`src/tfd_pkg.sv`:
```
`timescale 1ns / 1ps

package tfd_pkg;

    // Frame status codes
    localparam logic [2:0] ST_OK          = 3'd0;
    localparam logic [2:0] ST_TOO_SHORT   = 3'd1;
    localparam logic [2:0] ST_HDR_MISMATCH = 3'd2;
    localparam logic [2:0] ST_TRUNCATED   = 3'd3;
    localparam logic [2:0] ST_LEN_LOW     = 3'd4;
    localparam logic [2:0] ST_NO_CHECKSUM = 3'd5;

    // Configuration register indexes
    localparam logic CFG_PROTOCOL_MODE = 1'b0;
    localparam logic CFG_HEADER_KIND   = 1'b1;

    // Result kinds
    localparam logic KIND_PAYLOAD = 1'b0;
    localparam logic KIND_STATUS  = 1'b1;

    // Header letters
    localparam logic [23:0] HDR_REQ_LONG  = "WAY";
    localparam logic [23:0] HDR_RPY_LONG  = "DES";
    localparam logic [7:0]  HDR_REQ_SHORT = "P";
    localparam logic [7:0]  HDR_RPY_SHORT = "T";

    localparam int          POS_W   = 17;
    localparam logic [16:0] POS_MAX = 17'h1FFFF;

    localparam int FIFO_DEPTH_DEF = 4;

    typedef struct packed {
        logic        kind;
        logic [7:0]  payload_byte;
        logic [7:0]  command_code;
        logic [7:0]  module_code;
        logic [2:0]  frame_status;
        logic [15:0] payload_length;
        logic        last_of_run;
    } t_result;

    // Expected header byte at position idx for the given mode and kind.
    function automatic logic [7:0] hdr_letter(input logic mode, input logic kind,
                                              input logic [1:0] idx);
        logic [23:0] word;
        logic [7:0]  letter;
        word = kind ? HDR_RPY_LONG : HDR_REQ_LONG;
        unique case (idx)
            2'd0:    letter = word[23:16];
            2'd1:    letter = word[15:8];
            default: letter = word[7:0];
        endcase
        if (mode) begin
            letter = kind ? HDR_RPY_SHORT : HDR_REQ_SHORT;
        end
        return letter;
    endfunction

endpackage

```
`src/tester_frame_deframer_core.sv`:
```
`timescale 1ns / 1ps

// Frame deframer: takes a received buffer one byte per transaction, with
// i_buffer_end marking its last byte. It checks the mode-dependent header
// ("WAY"/"DES" with a trailing checksum, or "P"/"T" with a length that
// excludes the prefix), reads the 16-bit big-endian length, captures the
// module and command bytes, and forwards each payload byte as a payload
// result, queued in the result FIFO. The last byte of a buffer also yields
// a status result (error code, command, module, payload count); when the
// status is not ok the consumer must drop the payload bytes already seen.
// All byte work is one compare and counter update, so one byte is accepted
// every clock while o_in_stall is low; results queue in a FIFO_DEPTH-entry
// result FIFO, and o_in_stall rises only when fewer than two free slots
// remain, i.e. when the output side has been stalled or a byte produced two
// results while the queue was already busy.
// Configuration is written through i_cfg_we/i_cfg_index/i_cfg_data and
// takes effect on the next byte.

module tester_frame_deframer_core #(
    parameter int FIFO_DEPTH = tfd_pkg::FIFO_DEPTH_DEF
) (
    input  logic        i_clk,
    input  logic        i_rst_n,
    // configuration
    input  logic        i_cfg_we,
    input  logic        i_cfg_index,
    input  logic        i_cfg_data,
    // byte input channel
    input  logic        i_in_valid,
    output logic        o_in_stall,
    input  logic [7:0]  i_data_byte,
    input  logic        i_buffer_end,
    // result output channel
    output logic        o_out_valid,
    input  logic        i_out_stall,
    output logic        o_result_kind,
    output logic [7:0]  o_payload_byte,
    output logic [7:0]  o_command_code,
    output logic [7:0]  o_module_code,
    output logic [2:0]  o_frame_status,
    output logic [15:0] o_payload_length,
    output logic        o_last_of_run
);

    localparam int PTR_W = $clog2(FIFO_DEPTH);
    localparam int CNT_W = $clog2(FIFO_DEPTH + 1);

    // Configuration registers
    logic r_mode;
    logic r_kind;

    // Per-buffer parse state
    logic [16:0] r_pos, n_pos;
    logic        r_hm, n_hm;
    logic [15:0] r_len, n_len;
    logic [7:0]  r_cmd, n_cmd;
    logic [7:0]  r_mod, n_mod;
    logic [15:0] r_pcnt, n_pcnt;

    // Result FIFO
    tfd_pkg::t_result   r_fifo [FIFO_DEPTH];
    logic [PTR_W-1:0]   r_wr, r_rd;
    logic [CNT_W-1:0]   r_count, n_count;

    logic               in_accept;
    logic               out_pop;
    logic               emit_payload;
    logic [16:0]        hlen, mod_idx, cmd_idx, cnt;
    logic [15:0]        tot;
    logic signed [17:0] dl;
    logic [2:0]         status;
    logic [7:0]         cap_cmd, cap_mod;
    tfd_pkg::t_result   res_payload, res_status, res_first;
    logic [1:0]         push_n;

    assign in_accept  = i_in_valid && !o_in_stall;
    assign out_pop    = o_out_valid && !i_out_stall;
    // Keep room for the two results a single byte may produce.
    assign o_in_stall = r_count > CNT_W'(FIFO_DEPTH - 2);

    // Parse: position-dependent header check, length and field capture.
    always_comb begin
        hlen    = r_mode ? 17'd1 : 17'd3;
        mod_idx = r_mode ? 17'd5 : 17'd6;
        cmd_idx = r_mode ? 17'd6 : 17'd7;

        n_hm = r_hm;
        if (r_pos < hlen &&
            i_data_byte != tfd_pkg::hdr_letter(r_mode, r_kind, r_pos[1:0])) begin
            n_hm = 1'b0;
        end

        n_len = r_len;
        if (r_pos == hlen) begin
            n_len = {i_data_byte, 8'h00};
        end else if (r_pos == hlen + 17'd1) begin
            n_len = {r_len[15:8], i_data_byte};
        end

        // Captured module and command as they stand after this byte.
        cap_mod = (r_pos == mod_idx) ? i_data_byte : r_mod;
        cap_cmd = (r_pos == cmd_idx) ? i_data_byte : r_cmd;
        n_mod   = cap_mod;
        n_cmd   = cap_cmd;

        // Frame total and payload count (may go negative).
        tot = r_mode ? n_len + 16'd1 : n_len;
        dl  = $signed({2'b00, tot}) - (r_mode ? 18'sd7 : 18'sd9);

        emit_payload = (r_pos > cmd_idx) && (dl > 18'sd0) &&
                       ($signed({2'b00, r_pcnt}) < dl);
        n_pcnt = emit_payload ? r_pcnt + 16'd1 : r_pcnt;

        // Saturating byte count.
        cnt = (r_pos == tfd_pkg::POS_MAX) ? tfd_pkg::POS_MAX : r_pos + 17'd1;

        // Status in priority order.
        if (cnt < hlen + 17'd2) begin
            status = tfd_pkg::ST_TOO_SHORT;
        end else if (!n_hm) begin
            status = tfd_pkg::ST_HDR_MISMATCH;
        end else if (cnt < {1'b0, tot}) begin
            status = tfd_pkg::ST_TRUNCATED;
        end else if (cmd_idx >= {1'b0, tot}) begin
            status = tfd_pkg::ST_LEN_LOW;
        end else if (dl < 18'sd0) begin
            status = tfd_pkg::ST_NO_CHECKSUM;
        end else begin
            status = tfd_pkg::ST_OK;
        end

        // Return to the idle frame state after the buffer end.
        n_pos = cnt;
        if (i_buffer_end) begin
            n_pos  = '0;
            n_hm   = 1'b1;
            n_len  = '0;
            n_mod  = '0;
            n_cmd  = '0;
            n_pcnt = '0;
        end
    end

    // Build the result entries for this byte.
    always_comb begin
        res_payload                = '0;
        res_payload.kind           = tfd_pkg::KIND_PAYLOAD;
        res_payload.payload_byte   = i_data_byte;
        res_payload.last_of_run    = !i_buffer_end;

        res_status                 = '0;
        res_status.kind            = tfd_pkg::KIND_STATUS;
        res_status.frame_status    = status;
        res_status.last_of_run     = 1'b1;
        if (status == tfd_pkg::ST_OK) begin
            res_status.command_code   = cap_cmd;
            res_status.module_code    = cap_mod;
            res_status.payload_length = dl[15:0];
        end

        res_first = emit_payload ? res_payload : res_status;
        push_n    = in_accept ? {1'b0, emit_payload} + {1'b0, i_buffer_end} : 2'd0;
    end

    assign n_count = r_count + CNT_W'(push_n) - CNT_W'(out_pop);

    // Control and parse state.
    always_ff @(posedge i_clk) begin
        if (!i_rst_n) begin
            r_mode  <= 1'b0;
            r_kind  <= 1'b0;
            r_pos   <= '0;
            r_hm    <= 1'b1;
            r_len   <= '0;
            r_cmd   <= '0;
            r_mod   <= '0;
            r_pcnt  <= '0;
            r_wr    <= '0;
            r_rd    <= '0;
            r_count <= '0;
        end else begin
            if (i_cfg_we) begin
                unique case (i_cfg_index)
                    tfd_pkg::CFG_PROTOCOL_MODE: r_mode <= i_cfg_data;
                    default:                    r_kind <= i_cfg_data;
                endcase
            end
            if (in_accept) begin
                r_pos  <= n_pos;
                r_hm   <= n_hm;
                r_len  <= n_len;
                r_cmd  <= n_cmd;
                r_mod  <= n_mod;
                r_pcnt <= n_pcnt;
            end
            // Advance pointers by the number of results pushed / popped.
            r_wr    <= r_wr + PTR_W'(push_n);
            r_rd    <= r_rd + PTR_W'(out_pop);
            r_count <= n_count;
        end
    end

    // Result storage: write the first result, and the status behind it
    // when the byte also closed the buffer inside the payload.
    always_ff @(posedge i_clk) begin
        if (push_n != 2'd0) begin
            r_fifo[r_wr] <= res_first;
        end
        if (push_n == 2'd2) begin
            r_fifo[r_wr + PTR_W'(1)] <= res_status;
        end
    end

    assign o_out_valid      = r_count != '0;
    assign o_result_kind    = r_fifo[r_rd].kind;
    assign o_payload_byte   = r_fifo[r_rd].payload_byte;
    assign o_command_code   = r_fifo[r_rd].command_code;
    assign o_module_code    = r_fifo[r_rd].module_code;
    assign o_frame_status   = r_fifo[r_rd].frame_status;
    assign o_payload_length = r_fifo[r_rd].payload_length;
    assign o_last_of_run    = r_fifo[r_rd].last_of_run;

    // Accepting a byte always leaves room for both of its results.
    a_no_overflow: assert property (@(posedge i_clk) disable iff (!i_rst_n)
        in_accept |-> r_count <= CNT_W'(FIFO_DEPTH - 2))
        else $error("result FIFO could overflow");

    // A status result always closes the run of its byte.
    a_status_last: assert property (@(posedge i_clk) disable iff (!i_rst_n)
        (o_out_valid && o_result_kind == tfd_pkg::KIND_STATUS) |-> o_last_of_run)
        else $error("status result not marked last");

    // The buffer end returns the parser to the start of a frame.
    a_clear_after_end: assert property (@(posedge i_clk) disable iff (!i_rst_n)
        (in_accept && i_buffer_end) |=> (r_pos == '0 && r_hm && r_pcnt == '0))
        else $error("frame state not cleared after buffer end");

    // Payload results carry no status.
    a_payload_clean: assert property (@(posedge i_clk) disable iff (!i_rst_n)
        (o_out_valid && o_result_kind == tfd_pkg::KIND_PAYLOAD)
            |-> (o_frame_status == tfd_pkg::ST_OK && o_payload_length == '0))
        else $error("payload result carries status fields");

endmodule

```
`config.mk`:
```
export PLATFORM = sky130hd
export DESIGN_NAME = tester_frame_deframer_core
export DESIGN_NICKNAME = d
export VERILOG_FILES = /design/src/tfd_pkg.sv /design/src/tester_frame_deframer_core.sv
export SDC_FILE = /design/constraint.sdc
export NUM_CORES = 1
export LEC_CHECK = 0
export ABC_AREA = 1
export BUFFER_PORTS_ARGS = -buffer_cell sky130_fd_sc_hd__buf_4
export CAP_MARGIN = 40
export CORE_MARGIN = 4
export CORE_UTILIZATION = 35
export DETAILED_ROUTE_END_ITERATION = 8
export GPL_TIMING_DRIVEN = 0
export MAX_ROUTING_LAYER = met4
export SLEW_MARGIN = 25
export SYNTH_ARGS = -nofsm -noshare
export SYNTH_HDL_FRONTEND = slang
export SYNTH_SLANG_ARGS = --single-unit
```
`constraint.sdc`:
```
create_clock -name i_clk -period 9.6 [get_ports i_clk]
set_input_delay 1.44 -clock i_clk [delete_from_list [all_inputs] [get_ports i_clk]]
set_output_delay 1.44 -clock i_clk [all_outputs]
set_load 0.05 [all_outputs]
```
==> flow_metrics.py <==
metrics = {
    "cts": {
        "tritoncts": "yes",
        "hold_buffers": 0,
        "post-cts-setup-buffers": 0,
        "cts_resized": 0,
        "cts_buffers": 28,
        "cts-root-buf": "clkbuf_16",
        "clk_latency_ns": 0.57,
        "clkSlewWorstSetupHoldPaths_ns": 0.06,
        "cts_num_sinks": 255,
        "clockBufferDepth": 3,
        "cts.htree.levels": 1,
    },
    "finish": {
        "antennaDiodeCount": 0,
        "postLayoutCoreUtil_pct": 41.2,
        "area_delta_synth_final_pct": 15.2,
        "drive_gt1_share_pct": 10.7,
        "layout.cells.non_filler": 2437,
        "fill_cells": 4001,
        "nets": 1961,
        "seqCellArea_um2": 6510,
        "multi_input_area_um2": 6500,
        "design_area_um2": 16100,
    },
    "route": {
        "ant_nets": 0,
        "drcViolationCount": 0,
        "dr.pass1.iters": 5,
        "vias_per_cell": 5.17,
        "dr.first_iter.drc_count": 1033,
        "vias": 12600,
        "drt_wl_total_mm": 41.6,
        "routedWlPerCell_um": 17.1,
    },
    "yosys": {
        "syn_inst": 1801,
        "synth_edf_count": 140,
        "synthArstFlopShare_pct": 0,
        "synthesis.area_um2": 14000,
        "yosys-top-cells-count": "nand2_1 (380), nor2_1 (343), inv_1 (141)",
        "yosys.area.top_type": "edfxtp_1",
        "ys_seq_elements": 255,
        "syn-num-nets": 1864,
        "ys_warn_count": 0,
        "synth.distinct_cells": 43,
        "synth_seq_area_share_pct": 46.5,
        "synthFlopType": "edfxtp_1",
        "synth_most_common_cell": "nand2_1",
        "synthDominantCellAreaShare_pct": 30.1,
        "avgSynthCellArea_um2": 7.76,
        "synthTopCellsByArea": "edfxtp_1 (30%), dfxtp_1 (16%), nand2_1 (10%)",
    },
    "global_route": {
        "grt_max_degree": 39,
        "grt_pass1_vias": 12100,
        "gr-total-overflow": 0,
        "antenna_found_initial": 0,
        "track_usage_pct": 19.0,
        "grt_pass1_wl_mm": 65.6,
    },
    "min_path": {
        "hold_class": "reg2reg",
        "hold_depth": 2,
        "min-delay-start": "r_fifo[2][39]",
        "min_to": "r_fifo[2][39]",
    },
    "timing": {
        "fin_crit_sh_pct": 93.1,
        "hold_viol": 0,
        "slew_violations": 0,
        "max_freq_ghz": 0.112,
        "tightest_slew_ns": 0.834,
        "fin_skew_ns": 0.0133,
        "min_period_ns": 8.93,
        "fin_ws_ns": 0.665,
        "rsz0062_at_grt": "false",
        "maxSlewHeadroom_pct": 44.1,
        "finalSetupViolations": 0,
    },
    "placed_design": {
        "post-place-cells": 2384,
        "dp_hpwl_mm": 30.2,
        "port_buffers": 61,
        "placed_area_um2": 15200,
        "place_ws_ns": 0.370,
        "gp_congestion": 0.966,
    },
    "power": {
        "p_leak_nw": 6.51,
        "power_mw": 3.58,
        "ir_drop_uv": 144,
        "power_density_nw_per_um2": 222,
    },
    "die": {
        "die_h_um": 208,
        "die_w_um": 208,
        "core.rowCount": 72,
        "start_util_pct": 35.8,
        "die-area_um2": 43200,
        "core_area_um2": 39100,
        "io-pin-count": 63,
    },
    "critical_path": {
        "cpMaxStageDelayCell": "nor3_2",
        "crit_type": "reg2reg",
        "arrival_ns": 9.36,
        "startpoint": "r_mode",
        "worstPathMaxFanout": 38,
        "critPathMaxStageDelay_ns": 0.65,
        "timing.rr.start": "r_mode",
        "r2r_setup_slack_ns": 0.67,
        "rr_endpoint": "r_fifo[0][16]",
        "worst_ep_required_time_ns": 10.03,
        "cp_common_cell": "nand2_1",
        "worstSetupEndpointType": "flop",
        "rr_worst_depth": 44,
        "cp-start-kind": "flop",
    },
    "flow_run": {
        "cap_viol_max_count": 0,
    },
    "run_status": {
        "status": "complete, no violations",
    },
}
[layer usage]
| metal | wire (um) | part of all wire (%) | GRT usage, % |
|---|---|---|---|
| met1 | 18700 | 45 | 25.5 |
| met4 | 889 | 2.1 | 4.14 |
| met5 | 0 | 0 | - |
| met3 | 2280 | 5.5 | 2.12 |
| met2 | 19700 | 47 | 31.5 |
[worst max path at each step]
stage                                to  slack, ns  depth (start not counted)
after detailed placement  r_fifo[0][16]       0.37                         38
final                     r_fifo[0][16]       0.67                         44
after global placement    r_fifo[0][36]      -1.12                         38
after floorplan           r_fifo[0][36]       1.87                         38
after CTS                 r_fifo[0][16]       0.76                         44
after global routing      r_fifo[2][12]       0.04                         45
[flip-flops by register name, summed over array words and instances, names as in the netlist]
name,cells
r_cmd,8
r_count,3
r_fifo,180
r_hm,1
r_kind,1
r_len,16
r_mod,8
r_mode,1
r_pcnt,16
r_pos,17
r_rd,2
r_wr,2
[cells by family after synthesis]
kind of cell / synth area share, %
AOI/OAI and AO/OA: 11.0
DFF: 46.5
adders and majority gates: 4.26
and+or+nand+nor: 29.6
xor gates and xnor gates: 1.38
buffers and inverters: 7.20
[layout by cell type (no fill, tap or decap), types with 5 or more instances in the layout]
cell | netlist | layout
nand2_1 | 380 | 378
nor2_1 | 343 | 343
edfxtp_1 | 140 | 140
inv_1 | 141 | 139
o21ai_0 | 131 | 131
dfxtp_1 | 115 | 115
nand3_1 | 88 | 88
a21oi_1 | 88 | 88
buf_4 | 5 | 66
clkbuf_1 | 54 | 62
nand4_1 | 57 | 57
o22ai_1 | 46 | 46
ha_1 | 46 | 46
clkbuf_16 | 0 | 28
xor2_1 | 19 | 19
nor3_1 | 19 | 17
buf_2 | 12 | 15
buf_6 | 12 | 12
nand2_2 | 12 | 12
inv_2 | 10 | 12
nor2_2 | 12 | 12
nand3_2 | 12 | 12
nor4_1 | 10 | 9
clkbuf_8 | 0 | 8
nand3b_1 | 7 | 7
nand2_4 | 4 | 6
nor2_4 | 5 | 5
[per-stage QoR]
| step | hold slack (ns) | setup TNS, ns |
|---|---|---|
| after global placement | 0.433 | -185.33 |
| final | 0.448 | 0 |
| after detailed placement | 0.434 | 0 |
| after CTS | 0.449 | 0 |
| after global routing | 0.465 | 0 |
| after floorplan | 0.421 | 0 |
[worst max-delay path, delay by kind of cell (launching register included)]
| kind | cells | cell delay (ns) |
|---|---|---|
| adder cells (fa/ha/maj) | 4 | 1.19 |
| AND/OR/NAND/NOR | 29 | 4.93 |
| flip-flops | 1 | 0.51 |
| AO/OA/AOI/OAI | 5 | 1.06 |
| buffers and inverters | 6 | 1.08 |
[power breakdown]
group | leakage (nW) | internal (mW) | switching [mW]
logic | 3.69 | 0.332 | 0.950
clock network | 0.458 | 0.632 | 0.450
registers | 2.36 | 1.20 | 0.0213
total | 6.51 | 2.16 | 1.42
[final cells by class]
cell class	instances	share of cell area (%)
Sequential cell	255	40.4
Multi-Input combinational cell	1311	40.3
Clock buffer	46	5.30
Tap cell	518	4.02
Inverter	152	3.54
Timing Repair Buffer	67	3.23
Buffer	83	2.70
Clock inverter	5	0.466
No activity file was read; power rests on OpenSTA's default activity.
